==> src/lfu_replacement_table_defines.svh <==
// assertion macros for the lfu replacement table
`ifndef LFU_REPLACEMENT_TABLE_DEFINES_SVH
`define LFU_REPLACEMENT_TABLE_DEFINES_SVH

// same-cycle implication, checked outside reset
`define LFU_ASSERT_NOW(label, ante, cons) \
    label: assert property (@(posedge i_clk) disable iff (!i_rst_n) (ante) |-> (cons)) \
        else $error("lfu table check failed");

// next-cycle implication, checked outside reset
`define LFU_ASSERT_NEXT(label, ante, cons) \
    label: assert property (@(posedge i_clk) disable iff (!i_rst_n) (ante) |=> (cons)) \
        else $error("lfu table sequence check failed");

`endif

==> src/lfu_pkg.sv <==
// shared types and constants for the lfu replacement table
`default_nettype none
package lfu_pkg;
    localparam int CAPACITY   = 16;
    localparam int PAGE_BITS  = 32;
    localparam int COUNT_BITS = 16;
    localparam int ACTION_W   = 3;
    localparam int CFG_W      = 5;
    localparam int OCC_W      = 5;
    localparam logic [CFG_W-1:0] CFG_RESET = 5'd16;

    localparam logic [ACTION_W-1:0] ACT_ACCESS   = 3'd0;
    localparam logic [ACTION_W-1:0] ACT_REMOVE   = 3'd1;
    localparam logic [ACTION_W-1:0] ACT_CONTAINS = 3'd2;
    localparam logic [ACTION_W-1:0] ACT_EVICT    = 3'd3;
    localparam logic [ACTION_W-1:0] ACT_CLEAR    = 3'd4;

    typedef enum logic [2:0] {
        ST_IDLE, ST_SCAN, ST_SCAN_END, ST_DECIDE, ST_UPD, ST_UPD_END, ST_DONE
    } t_state;

    typedef struct packed {
        logic load;
        logic scan;
        logic upd;
        logic decide;
    } t_cmd;

    typedef struct packed {
        logic addr_last;
        logic need_upd;
    } t_stat;
endpackage
`default_nettype wire

==> src/lfu_controller.sv <==
// sequencing state machine for the lfu replacement table
`default_nettype none
`include "lfu_replacement_table_defines.svh"
module lfu_controller (
    input  wire logic          i_clk,
    input  wire logic          i_rst_n,
    input  wire logic          start,
    output logic               busy,
    output logic               o_valid,
    output lfu_pkg::t_cmd      o_cmd,
    input  wire lfu_pkg::t_stat i_stat
);
    lfu_pkg::t_state r_state, n_state;

    always_ff @(posedge i_clk) begin
        if (!i_rst_n) begin
            r_state <= lfu_pkg::ST_IDLE;
        end else begin
            r_state <= n_state;
        end
    end

    always_comb begin
        n_state = r_state;
        o_cmd   = '0;
        busy    = 1'b1;
        o_valid = 1'b0;
        unique case (r_state)
            lfu_pkg::ST_IDLE: begin
                busy = 1'b0;
                if (start) begin
                    o_cmd.load = 1'b1;
                    n_state = lfu_pkg::ST_SCAN;
                end
            end
            lfu_pkg::ST_SCAN: begin
                o_cmd.scan = 1'b1;
                if (i_stat.addr_last) n_state = lfu_pkg::ST_SCAN_END;
            end
            lfu_pkg::ST_SCAN_END: n_state = lfu_pkg::ST_DECIDE;
            lfu_pkg::ST_DECIDE: begin
                o_cmd.decide = 1'b1;
                n_state = i_stat.need_upd ? lfu_pkg::ST_UPD : lfu_pkg::ST_DONE;
            end
            lfu_pkg::ST_UPD: begin
                o_cmd.upd = 1'b1;
                if (i_stat.addr_last) n_state = lfu_pkg::ST_UPD_END;
            end
            lfu_pkg::ST_UPD_END: n_state = lfu_pkg::ST_DONE;
            lfu_pkg::ST_DONE: begin
                o_valid = 1'b1;
                n_state = lfu_pkg::ST_IDLE;
            end
            default: n_state = lfu_pkg::ST_IDLE;
        endcase
    end

    `LFU_ASSERT_NEXT(a_start_scans, start && !busy, r_state == lfu_pkg::ST_SCAN)
    `LFU_ASSERT_NEXT(a_done_idles, o_valid, !busy)
    `LFU_ASSERT_NEXT(a_scan_end_decides, r_state == lfu_pkg::ST_SCAN_END,
        r_state == lfu_pkg::ST_DECIDE)
endmodule
`default_nettype wire

==> src/lfu_datapath.sv <==
// entry storage, scan accumulators and update logic for the lfu table
`default_nettype none
`include "lfu_replacement_table_defines.svh"
module lfu_datapath #(
    parameter int CAPACITY   = lfu_pkg::CAPACITY,
    parameter int PAGE_BITS  = lfu_pkg::PAGE_BITS,
    parameter int COUNT_BITS = lfu_pkg::COUNT_BITS
) (
    input  wire logic                        i_clk,
    input  wire logic                        i_rst_n,
    input  wire lfu_pkg::t_cmd               i_cmd,
    output lfu_pkg::t_stat                   o_stat,
    input  wire logic [lfu_pkg::ACTION_W-1:0] i_action,
    input  wire logic [PAGE_BITS-1:0]        i_page_id,
    input  wire logic                        i_cfg_we,
    input  wire logic [lfu_pkg::CFG_W-1:0]   i_cfg_wdata,
    output logic                             o_found,
    output logic                             o_evicted_valid,
    output logic [PAGE_BITS-1:0]             o_evicted_page,
    output logic [lfu_pkg::OCC_W-1:0]        o_occupancy
);
    localparam int IW = (CAPACITY > 1) ? $clog2(CAPACITY) : 1;
    localparam int VW = $clog2(CAPACITY + 1);

    typedef enum logic [1:0] {M_NONE, M_HIT, M_DROP, M_MISS} t_mode;

    logic [lfu_pkg::CFG_W-1:0]    r_cap;
    logic [lfu_pkg::ACTION_W-1:0] r_action;
    logic [PAGE_BITS-1:0]         r_page;
    logic [IW-1:0]                r_addr;

    logic [PAGE_BITS-1:0]  mem_page [CAPACITY];
    logic [COUNT_BITS-1:0] mem_cnt  [CAPACITY];
    logic [IW-1:0]         mem_rank [CAPACITY];
    logic [CAPACITY-1:0]   r_valid;
    logic [VW-1:0]         r_vc;

    logic                  r_rd_scan, r_rd_upd, r_rd_v;
    logic [IW-1:0]         r_rd_idx;
    logic [PAGE_BITS-1:0]  r_rd_page;
    logic [COUNT_BITS-1:0] r_rd_cnt;
    logic [IW-1:0]         r_rd_rank;

    logic                  r_hit, r_vic, r_free;
    logic [IW-1:0]         r_hit_idx, r_hit_rank, r_vic_idx, r_vic_rank, r_free_idx;
    logic [COUNT_BITS-1:0] r_vic_cnt;
    logic [PAGE_BITS-1:0]  r_vic_page;

    t_mode                 r_mode;
    logic [IW-1:0]         r_tgt, r_rr;
    logic                  r_ev_do, r_ins_ok;
    logic                  r_found, r_ev;
    logic [PAGE_BITS-1:0]  r_ev_page;

    t_mode                 d_mode;
    logic [IW-1:0]         d_tgt, d_rr;
    logic                  d_found, d_ev, d_ins_ok, d_full;
    logic [31:0]           eff_cap;

    logic [IW-1:0]         u_rank;
    logic [COUNT_BITS-1:0] u_cnt;
    logic                  u_cnt_we, u_page_we;

    // effective capacity: zero acts as one, clipped to the table size
    always_comb begin
        eff_cap = 32'(r_cap);
        if (eff_cap == 32'd0) eff_cap = 32'd1;
        if (eff_cap > 32'(CAPACITY)) eff_cap = 32'(CAPACITY);
        d_full = 32'(r_vc) >= eff_cap;
    end

    always_comb begin
        d_mode   = M_NONE;
        d_tgt    = r_hit_idx;
        d_rr     = r_hit_rank;
        d_found  = 1'b0;
        d_ev     = 1'b0;
        d_ins_ok = 1'b0;
        unique case (r_action)
            lfu_pkg::ACT_ACCESS: begin
                if (r_hit) begin
                    d_mode  = M_HIT;
                    d_found = 1'b1;
                end else begin
                    d_mode   = M_MISS;
                    d_ev     = d_full && r_vic;
                    d_rr     = r_vic_rank;
                    d_ins_ok = d_ev || r_free;
                    d_tgt    = (d_ev && (!r_free || r_vic_idx < r_free_idx))
                               ? r_vic_idx : r_free_idx;
                end
            end
            lfu_pkg::ACT_REMOVE: begin
                if (r_hit) begin
                    d_mode  = M_DROP;
                    d_found = 1'b1;
                end
            end
            lfu_pkg::ACT_CONTAINS: d_found = r_hit;
            lfu_pkg::ACT_EVICT: begin
                if (r_vic) begin
                    d_mode = M_DROP;
                    d_ev   = 1'b1;
                    d_tgt  = r_vic_idx;
                    d_rr   = r_vic_rank;
                end
            end
            default: d_mode = M_NONE;
        endcase
    end

    assign o_stat.addr_last = (r_addr == IW'(CAPACITY - 1));
    assign o_stat.need_upd  = (d_mode != M_NONE);

    always_ff @(posedge i_clk) begin
        if (!i_rst_n) begin
            r_cap     <= lfu_pkg::CFG_RESET;
            r_valid   <= '0;
            r_vc      <= '0;
            r_rd_scan <= 1'b0;
            r_rd_upd  <= 1'b0;
            r_mode    <= M_NONE;
            r_found   <= 1'b0;
            r_ev      <= 1'b0;
            r_ev_page <= '0;
            r_addr    <= '0;
            r_hit     <= 1'b0;
            r_vic     <= 1'b0;
            r_free    <= 1'b0;
        end else begin
            if (i_cfg_we) r_cap <= i_cfg_wdata;
            r_rd_scan <= i_cmd.scan;
            r_rd_upd  <= i_cmd.upd;
            if (i_cmd.load || i_cmd.decide) begin
                r_addr <= '0;
            end else if (i_cmd.scan || i_cmd.upd) begin
                r_addr <= r_addr + 1'b1;
            end
            if (i_cmd.load) begin
                r_hit  <= 1'b0;
                r_vic  <= 1'b0;
                r_free <= 1'b0;
            end else if (r_rd_scan) begin
                if (r_rd_v) begin
                    if (!r_hit && r_rd_page == r_page) begin
                        r_hit      <= 1'b1;
                        r_hit_idx  <= r_rd_idx;
                        r_hit_rank <= r_rd_rank;
                    end
                    if (!r_vic || r_rd_cnt < r_vic_cnt ||
                        (r_rd_cnt == r_vic_cnt && r_rd_rank > r_vic_rank)) begin
                        r_vic      <= 1'b1;
                        r_vic_idx  <= r_rd_idx;
                        r_vic_cnt  <= r_rd_cnt;
                        r_vic_rank <= r_rd_rank;
                        r_vic_page <= r_rd_page;
                    end
                end else if (!r_free) begin
                    r_free     <= 1'b1;
                    r_free_idx <= r_rd_idx;
                end
            end
            if (i_cmd.decide) begin
                r_mode    <= d_mode;
                r_tgt     <= d_tgt;
                r_rr      <= d_rr;
                r_ev_do   <= d_ev;
                r_ins_ok  <= d_ins_ok;
                r_found   <= d_found;
                r_ev      <= d_ev;
                r_ev_page <= d_ev ? r_vic_page : '0;
                if (r_action == lfu_pkg::ACT_CLEAR) begin
                    r_valid <= '0;
                    r_vc    <= '0;
                end else if (d_mode == M_DROP) begin
                    r_valid[d_tgt] <= 1'b0;
                    r_vc           <= r_vc - 1'b1;
                end else if (d_mode == M_MISS) begin
                    // victim slot freed, then the new page placed
                    r_valid <= (r_valid & ~(CAPACITY'(d_ev) << r_vic_idx)) |
                               (CAPACITY'(d_ins_ok) << d_tgt);
                    r_vc <= r_vc - VW'(d_ev) + VW'(d_ins_ok);
                end
            end
        end
    end

    // registered read of the entry under the sweep address
    always_ff @(posedge i_clk) begin
        if (i_cmd.load) begin
            r_action <= i_action;
            r_page   <= i_page_id;
        end
        r_rd_idx  <= r_addr;
        r_rd_v    <= r_valid[r_addr];
        r_rd_page <= mem_page[r_addr];
        r_rd_cnt  <= mem_cnt[r_addr];
        r_rd_rank <= mem_rank[r_addr];
    end

    // per-entry write-back during the update sweep
    always_comb begin
        u_rank    = r_rd_rank;
        u_cnt     = r_rd_cnt;
        u_cnt_we  = 1'b0;
        u_page_we = 1'b0;
        unique case (r_mode)
            M_HIT: begin
                if (r_rd_idx == r_tgt) begin
                    u_rank   = '0;
                    u_cnt    = (&r_rd_cnt) ? r_rd_cnt : r_rd_cnt + 1'b1;
                    u_cnt_we = 1'b1;
                end else if (r_rd_v && r_rd_rank < r_rr) begin
                    u_rank = r_rd_rank + 1'b1;
                end
            end
            M_DROP: if (r_rd_v && r_rd_rank > r_rr) u_rank = r_rd_rank - 1'b1;
            M_MISS: begin
                if (r_ins_ok && r_rd_idx == r_tgt) begin
                    u_rank    = '0;
                    u_cnt     = COUNT_BITS'(1);
                    u_cnt_we  = 1'b1;
                    u_page_we = 1'b1;
                end else if (r_rd_v) begin
                    u_rank = r_rd_rank - IW'(r_ev_do && r_rd_rank > r_rr) + 1'b1;
                end
            end
            default: u_rank = r_rd_rank;
        endcase
    end

    always_ff @(posedge i_clk) begin
        if (r_rd_upd) begin
            mem_rank[r_rd_idx] <= u_rank;
            if (u_cnt_we) mem_cnt[r_rd_idx] <= u_cnt;
            if (u_page_we) mem_page[r_rd_idx] <= r_page;
        end
    end

    assign o_found         = r_found;
    assign o_evicted_valid = r_ev;
    assign o_evicted_page  = r_ev_page;
    assign o_occupancy     = lfu_pkg::OCC_W'(r_vc);

    `LFU_ASSERT_NOW(a_occ_bound, 1'b1, 32'(r_vc) <= 32'(CAPACITY))
    `LFU_ASSERT_NOW(a_no_evict_zero_page, !r_ev, r_ev_page == '0)
    `LFU_ASSERT_NOW(a_hit_never_evicts, r_found, !r_ev)
endmodule
`default_nettype wire

==> src/lfu_replacement_table.sv <==
// top level of the lfu replacement table with lru tie-break
// each word runs a scan sweep and a decide step, then an update sweep when entries change;
// lookups, clear and no-ops skip the update sweep and go straight to the result strobe
// the sweeps take one entry per cycle, and a new word is taken only once the last result is out
// and the sequencer is back in idle; the receiver cannot stall
// reset: synchronous active low, table empty, capacity_in_use back to 16
`default_nettype none
module lfu_replacement_table #(
    parameter int CAPACITY   = lfu_pkg::CAPACITY,
    parameter int PAGE_BITS  = lfu_pkg::PAGE_BITS,
    parameter int COUNT_BITS = lfu_pkg::COUNT_BITS
) (
    input  wire logic                         i_clk,
    input  wire logic                         i_rst_n,
    // command side: word taken when start is high and busy is low
    input  wire logic                         start,
    output logic                              busy,
    input  wire logic [lfu_pkg::ACTION_W-1:0] i_action,
    input  wire logic [PAGE_BITS-1:0]         i_page_id,
    // capacity_in_use register write
    input  wire logic                         i_cfg_we,
    input  wire logic [lfu_pkg::CFG_W-1:0]    i_cfg_wdata,
    // result word, valid for exactly one cycle
    output logic                              o_valid,
    output logic                              o_found,
    output logic                              o_evicted_valid,
    output logic [PAGE_BITS-1:0]              o_evicted_page,
    output logic [lfu_pkg::OCC_W-1:0]         o_occupancy
);
    // command and status between sequencer and datapath
    lfu_pkg::t_cmd  cmd;
    lfu_pkg::t_stat stat;

    // sequencer: idle, scan sweep, decide, optional update sweep, result strobe
    lfu_controller u_ctrl (
        .i_clk   (i_clk),
        .i_rst_n (i_rst_n),
        .start   (start),
        .busy    (busy),
        .o_valid (o_valid),
        .o_cmd   (cmd),
        .i_stat  (stat)
    );

    // entry memory, match and victim search, rank and count write-back
    lfu_datapath #(
        .CAPACITY   (CAPACITY),
        .PAGE_BITS  (PAGE_BITS),
        .COUNT_BITS (COUNT_BITS)
    ) u_dp (
        .i_clk           (i_clk),
        .i_rst_n         (i_rst_n),
        .i_cmd           (cmd),
        .o_stat          (stat),
        .i_action        (i_action),
        .i_page_id       (i_page_id),
        .i_cfg_we        (i_cfg_we),
        .i_cfg_wdata     (i_cfg_wdata),
        .o_found         (o_found),
        .o_evicted_valid (o_evicted_valid),
        .o_evicted_page  (o_evicted_page),
        .o_occupancy     (o_occupancy)
    );
endmodule
`default_nettype wire
==> config.mk <==
export PLATFORM = sky130hd
export DESIGN_NAME = lfu_replacement_table
export DESIGN_NICKNAME = d
export VERILOG_FILES = /design/src/lfu_pkg.sv /design/src/lfu_controller.sv /design/src/lfu_datapath.sv /design/src/lfu_replacement_table.sv
export VERILOG_INCLUDE_DIRS = /design/src /design/src/src
export SDC_FILE = /design/constraint.sdc
export NUM_CORES = 1
export LEC_CHECK = 0
export BUFFER_PORTS_ARGS = -buffer_cell sky130_fd_sc_hd__clkbuf_2
export CAP_MARGIN = 20
export CELL_PAD_IN_SITES_DETAIL_PLACEMENT = 1
export CELL_PAD_IN_SITES_GLOBAL_PLACEMENT = 2
export CORE_MARGIN = 5
export CORE_UTILIZATION = 45
export DETAILED_ROUTE_END_ITERATION = 6
export PLACE_DENSITY_LB_ADDON = 0.1
export SETUP_SLACK_MARGIN = 0.4
export SLEW_MARGIN = 20
export SYNTH_ARGS = -nofsm -noshare
export SYNTH_HDL_FRONTEND = slang
export SYNTH_HIERARCHICAL = 1
export SYNTH_SLANG_ARGS = --single-unit
export TNS_END_PERCENT = 50
==> constraint.sdc <==
create_clock -name i_clk -period 4.6 [get_ports i_clk]
set_input_delay 0.46 -clock i_clk [delete_from_list [all_inputs] [get_ports i_clk]]
set_output_delay 0.46 -clock i_clk [all_outputs]
set_load 0.03 [all_outputs]
==> results.sh, run 1 <==
export IMPL_syn_area_mm2=0.0420
export IMPL_nFillCells=8375
export IMPL_p_leak_nw=15.5
export IMPL_layout_commonest_cell="edfxtp_1"
export IMPL_synth_nets=2277
export IMPL_rsz0062_at_grt="no"
export IMPL_drive_gt1_frac=0.260
export IMPL_end_kind="flip-flop"
export IMPL_yosysSeqAreaShare=0.738
export IMPL_routed_top_layer="met4"
export IMPL_seqCellArea_mm2=0.0310
export IMPL_worst_slew_pin_slew_ns=1.06
export IMPL_tritoncts="done"
export IMPL_drt_iter0_drc=1795
export IMPL_wl_met2_um=53000
export IMPL_hold_ws_ns=0.0758
export IMPL_min_period_ns=3.85
export IMPL_dpl_hpwl_um=60200
export IMPL_clkLatencyLatePin_ns=0.69
export IMPL_finalHoldViolCount=0
export IMPL_slew_headroom=0.292
export IMPL_die_h_um=316
export IMPL_pwr_share_clk=0.434
export IMPL_slew_violations=0
export IMPL_portBuffers=84
export IMPL_ys_async_sr_fraction=0
export IMPL_hold_buffers=38
export IMPL_combinationalPowerShare=0.030
export IMPL_synth_top_area_share=0.675
export IMPL_multi_input_area_mm2=0.0106
export IMPL_synth_edff_count=945
export IMPL_die_w_um=316
export IMPL_grt_max_degree=70
export IMPL_grt_overflow=0
export IMPL_first_global_vias=23200
export IMPL_p_sw_frac=0.206
export IMPL_crit_fanout=3
export IMPL_avgSynthCellArea_um2=19.2
export IMPL_ys_warn_count=6
export IMPL_fin_util=0.522
export IMPL_cts_htree_levels=3
export IMPL_gp_congestion=0.773
export IMPL_path_class="reg2reg"
export IMPL_routed_wl_um=103000
export IMPL_io_pins=85
export IMPL_syn_to_final_growth_pct=15.6
export IMPL_crit_required_ns=5.18
export IMPL_internal_power_mw=16.0
export IMPL_ys_top_cells_by_area="edfxtp_1 (68%), mux4_2 (14%), dfxtp_1 (6.2%)"
export IMPL_ys_types=76
export IMPL_wl_per_cell_um=27.5
export IMPL_grt_first_pass_wirelength_um=154000
export IMPL_p_per_area_mw_per_mm2=415
export IMPL_status="complete, no violations"
export IMPL_vdd_drop_max_mv=0.321
export IMPL_fmax_mhz=260
export IMPL_yosysTopAreaCell="edfxtp_1"
export IMPL_cp_start_kind="flip-flop"
export IMPL_met1Wirelength_um=43500
export IMPL_clock_path_buffers=3
export IMPL_setup_tns_final_ns=0
export IMPL_min_period_over_period=0.837
export IMPL_p_switching_mw=4.15
export IMPL_die_area_mm2=0.0996
export IMPL_drc=0
export IMPL_grt_usage=0.210
export IMPL_finalClockSkew_ns=0.0257
export IMPL_synthesis_instances=2184
export IMPL_p_seq_frac=0.536
export IMPL_cts_num_sinks=1076
export IMPL_antenna_found_initial=0
export IMPL_setup_viol=0
export IMPL_worstPathArrival_ns=4.43
export IMPL_wl_met3_um=4450
export IMPL_ant_nets=0
export IMPL_clk_pin_slew_ns=0.06
export IMPL_post_cts_resize_count=0
export IMPL_cts_buffers=112
export IMPL_synth_seq_cells=1076
export IMPL_postCtsSetupBuffers=0
export IMPL_clockRootBuffer="clkbuf_16"
export IMPL_design_core_area_mm2=0.0930
export IMPL_finalPower_mw=20.2
export IMPL_row_count=112
export IMPL_viasPerCell=5.66
export IMPL_synthFlopType="edfxtp_1"
export IMPL_initial_core_util=0.452
export IMPL_nNetsFinal=2493
export IMPL_vias=21300
export IMPL_final_cell_mix="edfxtp_1 (945), mux4_2 (265), dfxtp_1 (127)"
export IMPL_hold_path_class="in2reg"
export IMPL_drv_cap=0
export IMPL_dr_pass1_iters=5
==> state kept, by name, summed over array words and instances, names as in the netlist, 5 cells and up <==
name / count
u_dp/r_rd_cnt: 16
u_dp/r_valid: 16
u_dp/mem_cnt: 256
u_dp/o_occupancy: 5
u_dp/r_page: 32
u_dp/o_evicted_page: 32
u_dp/mem_page: 512
u_dp/mem_rank: 64
u_dp/r_rd_page: 32
u_dp/r_vic_cnt: 16
u_dp/r_cap: 5
u_dp/r_vic_page: 32
==> per-layer routing <==
layer | up-vias | track usage
met4 | 0 | 0.0542
met3 | 127 | 0.0284
met2 | 460 | 0.362
li1 | 9255 | -
met5 | - | 0
met1 | 11400 | 0.285
==> kinds of logic after synthesis <==
family                   Yosys count  share of synthesized area
buffers and inverters            165                     0.0153
AO/OA/AOI/OAI                    205                     0.0332
multiplexers                     274                      0.144
AND/OR/NAND/NOR                  369                     0.0454
adder cells (fa/ha/maj)           49                     0.0148
flip-flops                      1076                      0.738
XOR/XNOR                          46                    0.00959
==> power groups by stage <==
| stage | Sequential, mW | Combinational (mW) | Clock (mW) |
|---|---|---|---|
| after global routing | 10.8 | 0.661 | 9.43 |
| after detailed placement | 11.0 | 0.597 | 0 |
| final | 10.8 | 0.609 | 8.75 |
| after global placement | 11.0 | 0.585 | 0 |
| after floorplan | 10.9 | 0.426 | 0 |
| after CTS | 10.8 | 0.625 | 9.01 |
==> per-stage QoR <==
stage	area [µm²]	std cells	worst slack, ns
after floorplan	42000	2184	0.782
after global placement	44600	3499	0.707
after detailed placement	44600	3500	0.668
after CTS	48500	3751	0.666
after global routing	48600	3753	0.451
final	48600	3754	0.749
==> layout make-up <==
class | instances | area share
sequential | 1076 | 0.639
timing repair buffer | 204 | 0.0324
clock buffer | 163 | 0.0650
multi-input combinational | 943 | 0.218
inverter | 63 | 0.00487
antenna | 1 | 0.0000515
tap | 1254 | 0.0323
clock inverter | 50 | 0.00884
==> synth_stat cells, types with 3 or more instances <==
cell       number
o22ai_1         6
mux4_2        265
o21a_1         11
nor2b_1        20
buf_2           4
a21o_1          5
clkbuf_1       76
o211ai_1       15
mux2_2          3
a31oi_1         6
a21boi_0       33
nor4_1          6
ha_1           48
nand4_1        17
and2_1          9
nor3_1         18
o311ai_1        3
inv_1          63
o22a_1          3
o2111ai_1       3
o21ai_0        52
buf_1          19
mux2i_1         6
a21oi_1        30
nand2b_1       45
or3_1           6
and3_1         11
xnor2_1        21
a22oi_1         7
o31ai_1         4
edfxtp_1      945
nor2_1         76
nand2_1        77
xor2_1         25
nand3_1        55
nor3b_1         7
dfxtp_1       131
==> worst paths after layout <==
check                         start                   to  slack [ns]  cells after the start
hold reg to reg   u_dp/r_rd_page[8]   u_dp/r_vic_page[8]        0.45                      0
hold / removal       i_cfg_wdata[2]        u_dp/r_cap[2]        0.08                      3
setup / recovery      u_dp/r_cap[1]  u_dp/o_occupancy[4]        0.75                     19
setup reg to reg      u_dp/r_cap[1]  u_dp/o_occupancy[4]        0.75                     19
==> critical path: stages, from the launching register on <==
cell and delay (ns):
dfxtp_1 0.32, nor3_1 0.18, nor2_1 0.05, nor2_1 0.09, ha_1 0.23, nor3b_1 0.30
o21ai_2 0.14, and2_1 0.19, o21ai_0 0.24, ha_1 0.18, inv_1 0.04, ha_1 0.19
fa_1 0.41, a21oi_1 0.16, nor2_1 0.06, or3_1 0.30, a31oi_1 0.24, nor3_1 0.07
o21a_1 0.18, o21a_1 0.17
Note: power is estimated with default switching activity, not from simulation.
==> run 2, diff against run 1 <==
==> constraint.sdc (replaced) <==
create_clock -name i_clk -period 3.9 [get_ports i_clk]
set_input_delay 0.39 -clock i_clk [delete_from_list [all_inputs] [get_ports i_clk]]
set_output_delay 0.39 -clock i_clk [all_outputs]
set_load 0.03 [all_outputs]
==> run 2 against run 1 <==
- worst setup slack got worse by 0.45 ns
- critical path depth is the same
- non-clock buffer count grew 34
- power grew 21%
- via count rose by 0.60%
- critical endpoint unchanged
- highest routed layer unchanged
==> results.sh, run 2 (same netlist as run 1, synthesis figures left out) <==
export IMPL_seqCellArea_mm2=0.0310
export IMPL_combinationalPowerShare=0.031
export IMPL_row_count=112
export IMPL_setup_viol=0
export IMPL_die_w_um=316
export IMPL_slew_violations=0
export IMPL_cp_start_kind="flip-flop"
export IMPL_p_switching_mw=4.91
export IMPL_vdd_drop_max_mv=0.462
export IMPL_drv_cap=0
export IMPL_ant_nets=0
export IMPL_fmax_mhz=278
export IMPL_p_seq_frac=0.524
export IMPL_layout_commonest_cell="edfxtp_1"
export IMPL_top_register="u_dp/mem_page"
export IMPL_clock_path_buffers=3
export IMPL_vias=21400
export IMPL_gp_congestion=0.777
export IMPL_initial_core_util=0.452
export IMPL_top_regs="u_dp/mem_page x512, u_dp/mem_cnt x256, u_dp/mem_rank x64"
export IMPL_grt_usage=0.213
export IMPL_hold_path_class="in2reg"
export IMPL_finalClockSkew_ns=0.0342
export IMPL_cts_htree_levels=3
export IMPL_grt_overflow=0
export IMPL_grt_max_degree=55
export IMPL_wl_per_cell_um=27.7
export IMPL_path_class="reg2reg"
export IMPL_portBuffers=84
export IMPL_nNetsFinal=2526
export IMPL_io_pins=85
export IMPL_setup_tns_final_ns=0
export IMPL_ff2ff_path_depth=19
export IMPL_fin_util=0.531
export IMPL_p_leak_nw=15.8
export IMPL_drt_iter0_drc=1892
export IMPL_cts_buffers=111
export IMPL_min_period_over_period=0.922
export IMPL_end_kind="flip-flop"
export IMPL_rsz0062_at_grt="yes"
export IMPL_viasPerCell=5.65
export IMPL_multi_input_area_mm2=0.0107
export IMPL_die_h_um=316
export IMPL_tritoncts="done"
export IMPL_worst_slew_pin_slew_ns=1.06
export IMPL_worstPathArrival_ns=4.17
export IMPL_clk_pin_slew_ns=0.06
export IMPL_antenna_found_initial=1
export IMPL_hold_ws_ns=0.121
export IMPL_status="complete, no violations"
export IMPL_nFillCells=8351
export IMPL_dpl_hpwl_um=61300
export IMPL_p_sw_frac=0.202
export IMPL_place_ws_ns=0.0916
export IMPL_finalHoldViolCount=0
export IMPL_dr_pass1_iters=5
export IMPL_syn_to_final_growth_pct=17.5
export IMPL_drive_gt1_frac=0.277
export IMPL_cts_num_sinks=1076
export IMPL_design_core_area_mm2=0.0930
export IMPL_pwr_share_clk=0.445
export IMPL_finalPower_mw=24.3
export IMPL_internal_power_mw=19.4
export IMPL_routed_wl_um=105000
export IMPL_first_global_vias=23300
export IMPL_whs_path_depth=3
export IMPL_largest_reg_flops=512
export IMPL_final_cell_mix="edfxtp_1 (945), mux4_2 (265), dfxtp_1 (122)"
export IMPL_clkLatencyLatePin_ns=0.70
export IMPL_min_period_ns=3.60
export IMPL_crit_required_ns=4.48
export IMPL_clockRootBuffer="clkbuf_16"
export IMPL_slew_headroom=0.288
export IMPL_grt_first_pass_wirelength_um=157000
export IMPL_p_per_area_mw_per_mm2=493
export IMPL_drc=0
export IMPL_crit_fanout=3
export IMPL_die_area_mm2=0.0996
export IMPL_setup_slack_ns=0.303
[run 2: cell count changes in the layout (fill, tap and decap cells not counted), sizes merged, moves of 3 or more]
cell,delta
bufinv,+7
clkinv,-12
buf,+32
dlygate4sd3,+3
[run 2: repair_timing]
action                                  CTS  global route
endpoints found under the setup margin   17             4
resized for setup                        11            12
hold buffers                             41             0
pin swaps                                10            11
buffers inserted                          6             1
endpoints found under the hold margin    40             0
[run 2: worst max-delay path: stages, from the launching register on]
cell and delay (ns):
dfxtp_2 0.34, nor3_2 0.17, nor2_1 0.05, nor2_1 0.12, ha_1 0.27, nor3b_4 0.22
o21ai_2 0.11, and2_4 0.18, o21ai_4 0.15, ha_4 0.15, inv_2 0.04, ha_4 0.15
fa_2 0.35, a21oi_2 0.16, nor2_2 0.05, or3_4 0.38, a31oi_4 0.22, nor3_2 0.06
o21a_1 0.17, o21a_1 0.17
[run 2: final timing paths]
kind,end,slack [ns],from
hold / removal,u_dp/r_cap[2],0.12,i_cfg_we
hold reg to reg,u_dp/r_vic_page[25],0.46,u_dp/r_rd_page[25]
setup reg to reg,u_dp/o_occupancy[4],0.30,u_dp/r_cap[1]
setup / recovery,u_dp/o_occupancy[4],0.30,u_dp/r_cap[1]
[run 2: area by class of cell]
cell class                      instances  share of cell area
Sequential cell                      1076               0.628
Clock inverter                         44              0.0118
Multi-Input combinational cell        943               0.217
Clock buffer                          165              0.0647
Antenna cell                            2            0.000101
Inverter                               63             0.00479
Tap cell                             1254              0.0318
Timing Repair Buffer                  238              0.0421
[run 2: power by group through the flow]
stage	Combinational [mW]	Sequential [mW]	Clock, mW
floorplan	0.504	12.9	0
global placement	0.711	13.0	0
detailed placement	0.725	13.0	0
CTS	0.764	12.8	11.1
global route	0.812	12.8	11.6
finish	0.749	12.8	10.8
[run 2: per-stage QoR]
stage          area [µm²]  instances
2_1_floorplan       42000       2184
3_5_place_dp        45000       3526
6_report            49400       3785
3_3_place_gp        45000       3525
4_1_cts             49300       3782
5_1_grt             49400       3783
[run 2: routing by layer]
layer | part of all wire | vias to the layer above | GRT usage
li1 | - | 9323 | -
met1 | 0.43 | 11400 | 0.298
met2 | 0.51 | 478 | 0.363
met3 | 0.040 | 136 | 0.0287
met4 | 0.020 | 0 | 0.0468
met5 | 0 | - | 0
==> run 3, diff against run 2 <==
--- a/config.mk
+++ b/config.mk
@@ -13,6 +13,7 @@
 export CORE_MARGIN = 5
 export CORE_UTILIZATION = 45
 export DETAILED_ROUTE_END_ITERATION = 6
+export GPL_TIMING_DRIVEN = 0
 export PLACE_DENSITY_LB_ADDON = 0.1
 export SETUP_SLACK_MARGIN = 0.4
 export SLEW_MARGIN = 20
==> run 3 against run 2 <==
- the flow now finishes with violations (DRC)
- critical path depth unchanged
- register-to-register slack got worse by 0.04 ns
- via count increased by 3.6%
- power increased by 1.3%
- combinational power increased by 8.7%
- wire length increased by 7.8%
- count of clock-buffer cells in the layout decreased by 4
- first-iteration DRC count increased by 5.0%
==> results.sh, run 3 (same netlist as run 1, synthesis figures left out) <==
export IMPL_slew_headroom=0.280
export IMPL_vias=22200
export IMPL_seqCellArea_mm2=0.0310
export IMPL_syn_to_final_growth_pct=19.5
export IMPL_path_buf_inv=2
export IMPL_row_count=112
export IMPL_tritoncts="done"
export IMPL_grt_first_pass_wirelength_um=164000
export IMPL_end_kind="flip-flop"
export IMPL_whs_path_depth=2
export IMPL_finalClockSkew_ns=0.0399
export IMPL_antenna_found_initial=0
export IMPL_routed_wl_um=113000
export IMPL_cp_slowest_cell="fa_2"
export IMPL_finalHoldViolCount=0
export IMPL_die_h_um=316
export IMPL_grt_max_degree=33
export IMPL_largest_reg_flops=512
export IMPL_multi_input_area_mm2=0.0108
export IMPL_gp_congestion=0.785
export IMPL_p_per_area_mw_per_mm2=491
export IMPL_final_cell_mix="edfxtp_1 (945), mux4_2 (265), dfxtp_1 (124)"
export IMPL_initial_core_util=0.452
export IMPL_design_core_area_mm2=0.0930
export IMPL_die_w_um=316
export IMPL_layout_commonest_cell="edfxtp_1"
export IMPL_status="complete, but fails checks"
export IMPL_worstPathCellList="nor3_2 > nor2_1 > nor2_1 > ha_1 > nor3b_2 > o211a_1 > nor2_4 > clkbuf_16 > ha_4 > inv_2 > ha_4 > fa_2 > a21oi_2 > nor2_2 > or3_4 > a31oi_4 > nor3_2 > o21a_1 > o21a_1"
export IMPL_setup_slack_ns=0.262
export IMPL_clk_pin_slew_ns=0.06
export IMPL_top_regs="u_dp/mem_page x512, u_dp/mem_cnt x256, u_dp/mem_rank x64"
export IMPL_nFillCells=8325
export IMPL_first_global_vias=23600
export IMPL_viasPerCell=5.75
export IMPL_nNetsFinal=2591
export IMPL_drv_cap=0
export IMPL_rsz0062_at_grt="yes"
export IMPL_dpl_hpwl_um=75300
export IMPL_crit_fanout=3
export IMPL_clockRootBuffer="clkbuf_16"
export IMPL_drc=2
export IMPL_setup_viol=0
export IMPL_place_ws_ns=-1.57
export IMPL_whs_endpoint="u_dp/r_cap[4]"
export IMPL_cp_top_family="simple AND/OR/NAND/NOR gates"
export IMPL_grt_usage=0.229
export IMPL_crit_required_ns=4.50
export IMPL_ant_nets=0
export IMPL_top_register="u_dp/mem_page"
export IMPL_min_period_over_period=0.933
export IMPL_drive_gt1_frac=0.279
export IMPL_worstPathArrival_ns=4.24
export IMPL_p_leak_nw=16.1
export IMPL_clock_path_buffers=3
export IMPL_die_area_mm2=0.0996
export IMPL_drt_iter0_drc=1986
export IMPL_grt_overflow=0
export IMPL_slew_violations=0
export IMPL_violations="DRC"
export IMPL_r2r_start="u_dp/r_cap[1]"
export IMPL_cts_htree_levels=3
export IMPL_r2r_end="u_dp/o_occupancy[4]"
export IMPL_path_class="reg2reg"
export IMPL_worst_slew_pin_slew_ns=1.08
export IMPL_min_period_ns=3.64
export IMPL_cts_num_sinks=1076
export IMPL_antenna_cells=0
export IMPL_critPathMaxStageDelay_ns=0.36
export IMPL_clkLatencyLatePin_ns=0.72
export IMPL_vdd_drop_max_mv=0.462
export IMPL_placedInstanceArea_mm2=0.0454
export IMPL_cp_start_kind="flip-flop"
export IMPL_cts_buffers=113
export IMPL_portBuffers=83
export IMPL_min_from="i_cfg_we"
export IMPL_wl_per_cell_um=29.3
export IMPL_ff2ff_path_depth=19
export IMPL_hold_path_class="in2reg"
export IMPL_io_pins=85
export IMPL_setup_worst_path_start="u_dp/r_cap[1]"
export IMPL_dr_pass1_iters=7
export IMPL_crit_cells=19
export IMPL_finalPower_mw=24.7
export IMPL_fmax_mhz=275
export IMPL_r2r_setup_slack_ns=0.26
export IMPL_final_area_mm2=0.0502
## run 3: cell count changes in the layout (fill, tap and decap cells not counted), sizes merged
cell           previous run  this run
diode                     2         0
inv                      66        64
buf                     113        91
clkdlybuf4s15             0         8
bufinv                   12        15
clkinv                   26        34
dlygate4sd3              41        40
clkbuf                  249       323
clkinvlp                  3         5
## run 3: worst reg2reg max path, delay by kind of cell, from the launching register on
family | cells | cell delay [ns]
fa+ha+maj | 4 | 1.02
buf+inv | 2 | 0.20
flops | 1 | 0.33
simple gates | 8 | 1.05
compound gates | 5 | 0.96
## run 3: cell type report
class / instances / share of cell area
Tap cell: 1254 / 0.0312
Sequential cell: 1076 / 0.617
Timing Repair Buffer: 199 / 0.0439
Inverter: 63 / 0.00471
Buffer: 102 / 0.0105
Multi-Input combinational cell: 943 / 0.215
Clock buffer: 161 / 0.0625
Clock inverter: 55 / 0.0152
## run 3: report_power, final
| group | switching [mW] | internal, mW |
|---|---|---|
| clock network | 4.49 | 6.62 |
| registers | 0.140 | 12.6 |
| logic | 0.439 | 0.375 |
## run 3: worst max-delay path by stage
stage                             to
6_report         u_dp/o_occupancy[4]
2_1_floorplan   u_dp/mem_page[11][0]
3_3_place_gp   u_dp/mem_page[15][16]
4_1_cts            u_dp/r_rd_rank[1]
3_5_place_dp     u_dp/mem_cnt[15][8]
5_1_grt          u_dp/o_occupancy[4]
## run 3: through the flow
step                cells   TNS, ns  hold slack [ns]   util
finish               3853         0            0.102  0.540
global route         3853         0           0.0801  0.540
CTS                  3849         0           0.0463  0.539
detailed placement   3572   -629.27            0.341  0.488
global placement     3521  -1888.00            0.335  0.473
floorplan            2184         0            0.329      -
## run 3: repair_timing
item                                     CTS  global route
hold buffers                              40             0
endpoints found under the setup margin  1045           217
buffers inserted                          21             3
resized for setup                         35            46
hold endpoints to repair                  40             0
pin swaps                                 18             8
## run 3: per-layer routing
metal / GRT usage / vias up / part of all wire
met5: 0 / - / 0
met4: 0.0670 / 0 / 0.029
met3: 0.0412 / 162 / 0.052
met2: 0.383 / 593 / 0.50
met1: 0.312 / 11900 / 0.42
li1: - / 9462 / -
